$ cat config.mk
export PLATFORM = sky130hd
export DESIGN_NAME = text_vertical_shade
export DESIGN_NICKNAME = d
export VERILOG_FILES = /design/src/rtl/tvs_pkg.sv /design/src/rtl/tvs_cfg.sv /design/src/rtl/tvs_div.sv /design/src/rtl/text_vertical_shade.sv
export SDC_FILE = /design/constraint.sdc
export NUM_CORES = 2
export LEC_CHECK = 0
export ABC_AREA = 1
export BUFFER_PORTS_ARGS = -buffer_cell sky130_fd_sc_hd__buf_2
export CORE_ASPECT_RATIO = 0.5
export CORE_MARGIN = 3
export CORE_UTILIZATION = 40
export CTS_CLUSTER_SIZE = 25
export DETAILED_ROUTE_END_ITERATION = 8
export HOLD_SLACK_MARGIN = 0.05
export SLEW_MARGIN = 20
export SYNTH_ARGS = -nofsm -noshare
export SYNTH_HDL_FRONTEND = slang
export SYNTH_HIERARCHICAL = 1
export SYNTH_SLANG_ARGS = --single-unit
$ cat constraint.sdc
create_clock -name clk -period 41.3 [get_ports clk]
set_input_delay 0 -clock clk [delete_from_list [all_inputs] [get_ports clk]]
set_output_delay 0 -clock clk [all_outputs]
set_load 0.01 [all_outputs]
$ cat src/rtl/tvs_pkg.sv
package tvs_pkg;

	localparam int MAX_WIDTH_DEF  = 4096;
	localparam int MAX_HEIGHT_DEF = 512;

	localparam int CFG_IDX_W  = 2;
	localparam int CFG_DATA_W = 13;

	localparam logic [CFG_IDX_W-1:0] REG_SPAN_WIDTH  = 2'd0;
	localparam logic [CFG_IDX_W-1:0] REG_SPAN_HEIGHT = 2'd1;
	localparam logic [CFG_IDX_W-1:0] REG_SHADE_MODE  = 2'd2;

	// quotient bits kept by the divider, larger quotients saturate
	localparam int QBITS = 10;

	// r, g, b, a, red-branch select, zero region, zero alpha
	localparam int PAY_W = 35;

	typedef struct packed {
		logic [12:0] span_width;
		logic [9:0]  span_height;
		logic        shade_mode;
	} cfg_t;

	// exact floor(q / 3) for q below 1024
	function automatic logic [QBITS-1:0] div3(input logic [QBITS-1:0] q);
		logic [2*QBITS:0] prod;
		prod = (2*QBITS+1)'(q) * (2*QBITS+1)'(683);
		return prod[2*QBITS:QBITS+1];
	endfunction

endpackage

$ cat src/rtl/tvs_cfg.sv
module tvs_cfg import tvs_pkg::*; (
	input  logic                  clk,
	input  logic                  arst_n,
	input  logic                  cfg_valid,
	output logic                  cfg_ready,
	input  logic [CFG_IDX_W-1:0]  cfg_index,
	input  logic [CFG_DATA_W-1:0] cfg_data,
	output cfg_t                  cfg
);

	cfg_t cfg_q;

	assign cfg_ready = 1'b1;
	assign cfg      = cfg_q;

	always_ff @(posedge clk or negedge arst_n) begin
		if (!arst_n) begin
			cfg_q.span_width  <= 13'd1;
			cfg_q.span_height <= 10'd1;
			cfg_q.shade_mode  <= 1'b0;
		end else if (cfg_valid) begin
			unique case (cfg_index)
				REG_SPAN_WIDTH:  cfg_q.span_width  <= cfg_data;
				REG_SPAN_HEIGHT: cfg_q.span_height <= cfg_data[9:0];
				REG_SHADE_MODE:  cfg_q.shade_mode  <= cfg_data[0];
				default: ;
			endcase
		end
	end

endmodule

$ cat src/rtl/tvs_div.sv
module tvs_div import tvs_pkg::*; #(
	parameter int NW = 33,
	parameter int AW = 22,
	parameter int PW = PAY_W
) (
	input  logic             clk,
	input  logic             arst_n,
	input  logic             en,
	input  logic             in_vld,
	input  logic [NW-1:0]    num_c,
	input  logic [NW-1:0]    num_g,
	input  logic [AW-1:0]    dvs,
	input  logic [PW-1:0]    pay_in,
	output logic             out_vld,
	output logic [QBITS-1:0] q_c,
	output logic [QBITS-1:0] q_g,
	output logic [PW-1:0]    pay_out
);

	localparam int DW = ((NW > AW + QBITS) ? NW : AW + QBITS) + 1;

	logic [NW-1:0]    rc  [0:QBITS-1];
	logic [NW-1:0]    rg  [0:QBITS-1];
	logic [AW-1:0]    d   [0:QBITS-1];
	logic [QBITS-1:0] qc  [0:QBITS];
	logic [QBITS-1:0] qg  [0:QBITS];
	logic             oc  [0:QBITS];
	logic             og  [0:QBITS];
	logic [PW-1:0]    pay [0:QBITS];
	logic             v   [0:QBITS];

	logic [DW-1:0] lim;

	// overflow stage: quotient of 2**QBITS or more saturates
	assign lim = DW'(dvs) << QBITS;

	always_ff @(posedge clk or negedge arst_n) begin
		if (!arst_n) begin
			v[0] <= 1'b0;
		end else if (en) begin
			v[0] <= in_vld;
		end
	end

	always_ff @(posedge clk) begin
		if (en) begin
			rc[0]  <= num_c;
			rg[0]  <= num_g;
			d[0]   <= dvs;
			oc[0]  <= DW'(num_c) >= lim;
			og[0]  <= DW'(num_g) >= lim;
			qc[0]  <= '0;
			qg[0]  <= '0;
			pay[0] <= pay_in;
		end
	end

	// one restoring step per stage, msb first
	for (genvar k = 1; k <= QBITS; k++) begin : g_step
		localparam int SH = QBITS - k;

		logic [DW-1:0]    sub_w;
		logic             ge_c;
		logic             ge_g;
		logic [QBITS-1:0] bit_w;

		always_comb begin
			sub_w = DW'(d[k-1]) << SH;
			ge_c  = DW'(rc[k-1]) >= sub_w;
			ge_g  = DW'(rg[k-1]) >= sub_w;
			bit_w = {{(QBITS-1){1'b0}}, 1'b1} << SH;
		end

		always_ff @(posedge clk or negedge arst_n) begin
			if (!arst_n) begin
				v[k] <= 1'b0;
			end else if (en) begin
				v[k] <= v[k-1];
			end
		end

		always_ff @(posedge clk) begin
			if (en) begin
				qc[k]  <= ge_c ? (qc[k-1] | bit_w) : qc[k-1];
				qg[k]  <= ge_g ? (qg[k-1] | bit_w) : qg[k-1];
				oc[k]  <= oc[k-1];
				og[k]  <= og[k-1];
				pay[k] <= pay[k-1];
			end
		end

		if (k < QBITS) begin : g_rem
			always_ff @(posedge clk) begin
				if (en) begin
					rc[k] <= ge_c ? NW'(DW'(rc[k-1]) - sub_w) : rc[k-1];
					rg[k] <= ge_g ? NW'(DW'(rg[k-1]) - sub_w) : rg[k-1];
					d[k]  <= d[k-1];
				end
			end
		end
	end

	assign out_vld = v[QBITS];
	assign q_c     = oc[QBITS] ? '1 : qc[QBITS];
	assign q_g     = og[QBITS] ? '1 : qg[QBITS];
	assign pay_out = pay[QBITS];

endmodule

$ cat src/rtl/text_vertical_shade.sv
// a pixel accepted at the input passes through fourteen register stages to the outputs:
// position and area, products, overflow, ten divide steps, output
// throughput: one pixel per cycle while the output is not stalled, set by the fully pipelined one-bit-per-stage divider
// a stalled output freezes the whole pipeline, nothing is dropped or repeated
// reset: asynchronous, clears all valid bits and sets width 1, height 1, mode 0
module text_vertical_shade import tvs_pkg::*; #(
	parameter int MAX_WIDTH  = MAX_WIDTH_DEF,
	parameter int MAX_HEIGHT = MAX_HEIGHT_DEF
) (
	input  logic                  clk,
	input  logic                  arst_n,
	input  logic                  cfg_valid,
	output logic                  cfg_ready,
	input  logic [CFG_IDX_W-1:0]  cfg_index,
	input  logic [CFG_DATA_W-1:0] cfg_data,
	input  logic                  in_valid,
	output logic                  in_ready,
	input  logic [7:0]            red_in,
	input  logic [7:0]            green_in,
	input  logic [7:0]            blue_in,
	input  logic [7:0]            alpha_in,
	input  logic [11:0]           column,
	input  logic [8:0]            row,
	output logic                  out_valid,
	input  logic                  out_ready,
	output logic [7:0]            red_out,
	output logic [7:0]            green_out,
	output logic [7:0]            blue_out,
	output logic [7:0]            alpha_out
);

	localparam int WW  = $clog2(MAX_WIDTH + 1);
	localparam int HW  = $clog2(MAX_HEIGHT + 1);
	localparam int CWW = (WW > 13) ? WW : 13;
	localparam int CHW = (HW > 10) ? HW : 10;
	localparam int PW  = 9 + WW + 1;
	localparam int AW  = WW + HW;
	localparam int NW  = PW + 9;

	cfg_t cfg;
	logic en;

	tvs_cfg u_cfg (
		.clk       (clk),
		.arst_n    (arst_n),
		.cfg_valid (cfg_valid),
		.cfg_ready (cfg_ready),
		.cfg_index (cfg_index),
		.cfg_data  (cfg_data),
		.cfg       (cfg)
	);

	// whole pipeline advances together unless the output beat is stuck
	assign en       = !out_valid || out_ready;
	assign in_ready = en;

	// stage 1: clamp region, position and area
	logic [CWW-1:0] w_ext;
	logic [CHW-1:0] h_ext;
	logic [WW-1:0]  w_c;
	logic [HW-1:0]  h_c;

	always_comb begin
		w_ext = CWW'(cfg.span_width);
		h_ext = CHW'(cfg.span_height);
		w_c   = (w_ext > CWW'(MAX_WIDTH)) ? WW'(MAX_WIDTH) : WW'(w_ext);
		h_c   = (h_ext > CHW'(MAX_HEIGHT)) ? HW'(MAX_HEIGHT) : HW'(h_ext);
	end

	logic          vld_s1;
	logic [PW-1:0] pos_s1;
	logic [AW-1:0] area_s1;
	logic [7:0]    r_s1, g_s1, b_s1, a_s1, vsel_s1;
	logic          sel_s1, zr_s1, az_s1;

	always_ff @(posedge clk or negedge arst_n) begin
		if (!arst_n) begin
			vld_s1 <= 1'b0;
		end else if (en) begin
			vld_s1 <= in_valid;
		end
	end

	always_ff @(posedge clk) begin
		if (en) begin
			pos_s1  <= PW'(row) * PW'(w_c) + PW'(column);
			area_s1 <= AW'(w_c) * AW'(h_c);
			r_s1    <= red_in;
			g_s1    <= green_in;
			b_s1    <= blue_in;
			a_s1    <= alpha_in;
			sel_s1  <= red_in >= blue_in;
			vsel_s1 <= (red_in >= blue_in) ? red_in : blue_in;
			zr_s1   <= (cfg.span_width == '0) || (cfg.span_height == '0);
			az_s1   <= alpha_in == 8'd0;
		end
	end

	// stage 2: numerators, doubled for the strong red branch
	logic          dbl;
	logic [NW-1:0] nc_w, ng_w;

	always_comb begin
		dbl  = !cfg.shade_mode && sel_s1;
		nc_w = NW'(vsel_s1) * NW'(pos_s1);
		ng_w = NW'(g_s1) * NW'(pos_s1);
	end

	logic             vld_s2;
	logic [NW-1:0]    nc_s2, ng_s2;
	logic [AW-1:0]    area_s2;
	logic [PAY_W-1:0] pay_s2;

	always_ff @(posedge clk or negedge arst_n) begin
		if (!arst_n) begin
			vld_s2 <= 1'b0;
		end else if (en) begin
			vld_s2 <= vld_s1;
		end
	end

	always_ff @(posedge clk) begin
		if (en) begin
			nc_s2   <= dbl ? (nc_w << 1) : nc_w;
			ng_s2   <= dbl ? (ng_w << 1) : ng_w;
			area_s2 <= area_s1;
			pay_s2  <= {r_s1, g_s1, b_s1, a_s1, sel_s1, zr_s1, az_s1};
		end
	end

	logic             vld_d;
	logic [QBITS-1:0] qc_d, qg_d;
	logic [PAY_W-1:0] pay_d;

	tvs_div #(
		.NW (NW),
		.AW (AW),
		.PW (PAY_W)
	) u_div (
		.clk     (clk),
		.arst_n  (arst_n),
		.en      (en),
		.in_vld  (vld_s2),
		.num_c   (nc_s2),
		.num_g   (ng_s2),
		.dvs     (area_s2),
		.pay_in  (pay_s2),
		.out_vld (vld_d),
		.q_c     (qc_d),
		.q_g     (qg_d),
		.pay_out (pay_d)
	);

	// output stage: final divide by 3, 2 or 4 and saturating subtract
	function automatic logic [7:0] shade(input logic [7:0] v, input logic [QBITS-1:0] cut);
		return (cut >= QBITS'(v)) ? 8'd0 : 8'(QBITS'(v) - cut);
	endfunction

	logic [7:0]       r_d, g_d, b_d, a_d;
	logic             sel_d, zr_d, az_d;
	logic [QBITS-1:0] cc, cg;
	logic [7:0]       r_n, g_n, b_n;

	always_comb begin
		{r_d, g_d, b_d, a_d, sel_d, zr_d, az_d} = pay_d;
		if (cfg.shade_mode) begin
			cc = qc_d >> 2;
			cg = qg_d >> 2;
		end else if (sel_d) begin
			cc = div3(qc_d);
			cg = div3(qg_d);
		end else begin
			cc = qc_d >> 1;
			cg = qg_d >> 1;
		end
		priority if (zr_d) begin
			r_n = r_d;
			g_n = g_d;
			b_n = b_d;
		end else if (az_d) begin
			r_n = 8'd0;
			g_n = 8'd0;
			b_n = 8'd0;
		end else if (sel_d) begin
			r_n = shade(r_d, cc);
			g_n = shade(g_d, cg);
			b_n = b_d;
		end else begin
			r_n = r_d;
			g_n = shade(g_d, cg);
			b_n = shade(b_d, cc);
		end
	end

	always_ff @(posedge clk or negedge arst_n) begin
		if (!arst_n) begin
			out_valid <= 1'b0;
		end else if (en) begin
			out_valid <= vld_d;
		end
	end

	always_ff @(posedge clk) begin
		if (en) begin
			red_out   <= r_n;
			green_out <= g_n;
			blue_out  <= b_n;
			alpha_out <= a_d;
		end
	end

endmodule

==> summary.md <==
| Metric | Value |
|---|---|
| DR pass1 iterations | 6 |
| Hold Fails Final Rpt | 0 |
| Syn avg cell area | 8.20 sq um |
| Critical path's slowest cell | nor2_1 |
| Most frequent CP cell | fa_1 |
| CP Class | reg -> reg |
| Largest net degree at the start of global routing | 195 |
| Sequential share of the synthesized area | 0.410 |
| Ys async rst share | 0.0228 |
| Tot GR Track Use | 0.221 |
| Number of hold buffers added after cts | 138 |
| Port buffer count | 106 |
| Max Cap Viol | 0 |
| Synthesized area | about 120000 sq um |
| Antenna Nets Post-Route | 0 |
| GP Congestion | 0.971 |
| Core area | 301000 sq um |
| Max Clk Rate | 0.144 GHz |
| DRT Wirelength | 348000 microns |
| Crit-path cells | nor4_1 > nand3_1 > nand2_2 > inv_2 > nor2_1 > inv_1 > nor2_1 > fa_1 > inv_1 > fa_1 > fa_1 > inv_1 > fa_1 > fa_1 > ha_1 > a21oi_1 > o21ai_0 > o21bai_1 > a21oi_1 > o21ai_0 > xor2_1 |
| WP data required | around 42 ns |
| H-tree level count | 4 |
| Endpoints failing setup | 0 |
| Tightest hold margin | 0.137 ns |
| Element type at the critical path end | flip-flop |
| Worst-Skew Late Latency | 0.83 ns |
| Die X | 786 microns |
| Overflow after GRT | 0 |
| NumNets Final | about 17k |
| Cts repair resizes | 0 |
| Skew final | between 0.08 and 0.09 ns |
| Final worst path period share | 0.168 |
| Initial DRC count | 7411 |
| Post-DR wirelength/cell | 18.1 microns |
| Drt drc | 0 |
| Antenna violations before repair | 7 |
| CTS tree | yes |
| Gate Count Post-Synth | 14.8k |
| Num CTS Buffers | 169 |
| Post-synth top flop | edfxtp_1 |
| Fillers | 29.7k |
| Mapped Nets | 16.3k |
| DIE HEIGHT | 396 microns |
| Yosys cell types | 67 |
| Via Count | 95.0k |
| Syn-to-layout area delta | 9.55% |
| Status | finished, final reports clean |
| RSZ-0062 raised after global routing | false |
| Vias per cell | 4.94 |
| Worst hold path class | in -> reg |
| CTS sink cnt | 1668 |
| Worst-Margin Slew | 1.13 ns |
| Vias in the first global route | 93.0k |
| # rows | about 140 |
| Initial Utilization | 0.404 |
| # IOs | 108 |
| Max-slew headroom | 0.241 |
| Worst Path Arrival | 7.52 ns |
| Max Buffers Root-to-Sink | 4 |
| Setup Fix Bufs, Post-CTS | 0 |
| CTS clk-pin slew, worst paths | around 0.07 ns |
| CP Launch Type | flip-flop |
| Root Buffer | clkbuf_16 |
| Yosys Warn Count | 6 |
| Tmin final | between 6 and 7 ns |
| Detailed placer's ending HPWL | 280000 microns |
| #FFs+latches synth | 1668 |
| Worst-path fanout max | 13 |
| Die Area | 311000 sq um |
| Post-synth EDFFs | 1630 |
| Global-route wire length before repair | ~540000 microns |
| Slew Viols, Final | 0 |
| Share of layout cells above drive strength 1 | 0.0415 |
| Setup TNS | 0 ns |
| CP peak stage delay | 0.81 ns |
-- layer usage --
| metal | wire length (microns) | global-route usage | vias up |
|---|---|---|---|
| met1 | 156000 | 0.300 | 44500 |
| met3 | 17200 | 0.0233 | 562 |
| met4 | 14500 | 0.0808 | 2 |
| met2 | 161000 | 0.368 | 2504 |
| li1 | - | - | 47400 |
| met5 | 8 | 0 | - |
-- stage by stage --
step | instance area [sq um] | setup slack (ns) | instances | util
2_1_floorplan | 122000 | 2.28 | 14800 | -
3_3_place_gp | 126000 | 34.34 | 18800 | 0.419
3_5_place_dp | 126000 | 34.30 | 18800 | 0.419
4_1_cts | 133000 | 34.30 | 19200 | 0.443
5_1_grt | 133000 | 33.93 | 19200 | 0.443
6_report | 133000 | 34.36 | 19200 | 0.443
-- state kept, by name, summed over array words and instances, names as in the netlist, 35 cells and up --
name,flops
pay_s2,35
u_div/d,230
u_div/pay,385
u_div/qc,55
u_div/qg,55
u_div/rc,320
u_div/rg,320
-- cells by family (layout without fill, tap and decap cells) --
family	Yosys count	after routing	share of synthesized area
simple gates	7486	7486	0.254
buf+inv	3083	3436	0.0991
flops	1668	1668	0.410
fa+ha+maj	1388	1388	0.173
compound gates	898	898	0.0408
xor+xnor	299	299	0.0215
mux	13	13	0.00110
other cells	1	2	0.0000308
-- critical path, delay by kind of cell, from the launching register on --
family,cells,cell delay (ns)
AO/OA/AOI/OAI,5,0.90
XOR/XNOR,1,0.16
adder cells (fa/ha/maj),6,2.76
buffers and inverters,4,0.65
flip-flops,1,0.39
AND/OR/NAND/NOR,5,1.81
-- area by class of cell --
| type | count | area [sq um] | share of cell area |
|---|---|---|---|
| multi-input cells | 10100 | 59800 | 0.448 |
| flip-flops and latches | 1668 | 49900 | 0.374 |
| inverters | 2861 | 10700 | 0.0806 |
| well taps | 4032 | 5040 | 0.0378 |
| clock buffers | 189 | 4350 | 0.0326 |
| repair buffers | 280 | 2290 | 0.0172 |
| clock inverters | 106 | 1220 | 0.00917 |
| diodes | 1 | 2.50 | 0.0000188 |
-- synth_stat cells, types with 26 or more instances --
cell,n,share of area
edfxtp_1,1630,0.40
and2_1,34,0.0017
dfrtp_1,36,0.0074
fa_1,490,0.081
o21bai_1,38,0.0023
buf_6,38,0.0035
nand3_1,768,0.032
o21ai_0,198,0.0081
clkbuf_1,113,0.0035
buf_4,28,0.0017
nor3_1,113,0.0046
nand3b_1,107,0.0066
nor4_1,30,0.0015
inv_2,26,0.00080
xor2_1,257,0.018
nand2_1,5197,0.16
nor2_1,856,0.026
ha_1,898,0.092
o21ai_1,26,0.0011
xnor2_1,42,0.0030
or2_2,33,0.0017
buf_2,36,0.0015
nand4_1,197,0.010
inv_1,2828,0.087
nor2_2,27,0.0014
nand2_2,48,0.0025
a21oi_1,520,0.021
-- path summary, 6_finish.rpt --
path	depth (start not counted)	slack, ns	end	start
min	4	0.14	vsel_s1[1]$_DFFE_PP_	blue_in[1]
max reg2reg	21	34.36	pos_s1[16]$_DFFE_PP_	u_cfg/cfg[12]$_DFFE_PN0P_
max	21	34.36	pos_s1[16]$_DFFE_PP_	u_cfg/cfg[12]$_DFFE_PN0P_
min in group asynchronous	4	0.31	u_cfg/cfg[20]$_DFFE_PN0P_	arst_n
max in group asynchronous	4	40.77	out_valid$_DFFE_PN0P_	arst_n
min reg2reg	0	0.37	u_div/pay[2][2]$_DFFE_PP_	u_div/pay[1][2]$_DFFE_PP_
-- cell usage in the layout, fill, tap and decap left out, drive strengths merged, types with 10 or more instances in the layout --
cell type    synthesis  routed
inv               2854    2872
ha                 898     898
or2                 43      43
clkbuf             113     189
a21oi              535     535
o21ai              248     248
nor2               888     888
buf                109     143
fa                 490     490
nand2             5251    5251
o21bai              39      39
xor2               257     257
o21a                18      18
a21o                14      14
edfxtp            1630    1630
mux2i               10      10
nor4                32      32
clkinv               7      62
nand4              202     202
nor3               117     117
nand3b             107     107
xnor2               42      42
nand3              793     793
bufinv               0      21
and2                37      37
dfrtp               36      36
dlygate4sd3          0     137
clkinvlp             0      12
Power is not shown: default switching activity piles up to over one toggle a cycle in this logic, so the estimate is an artifact.
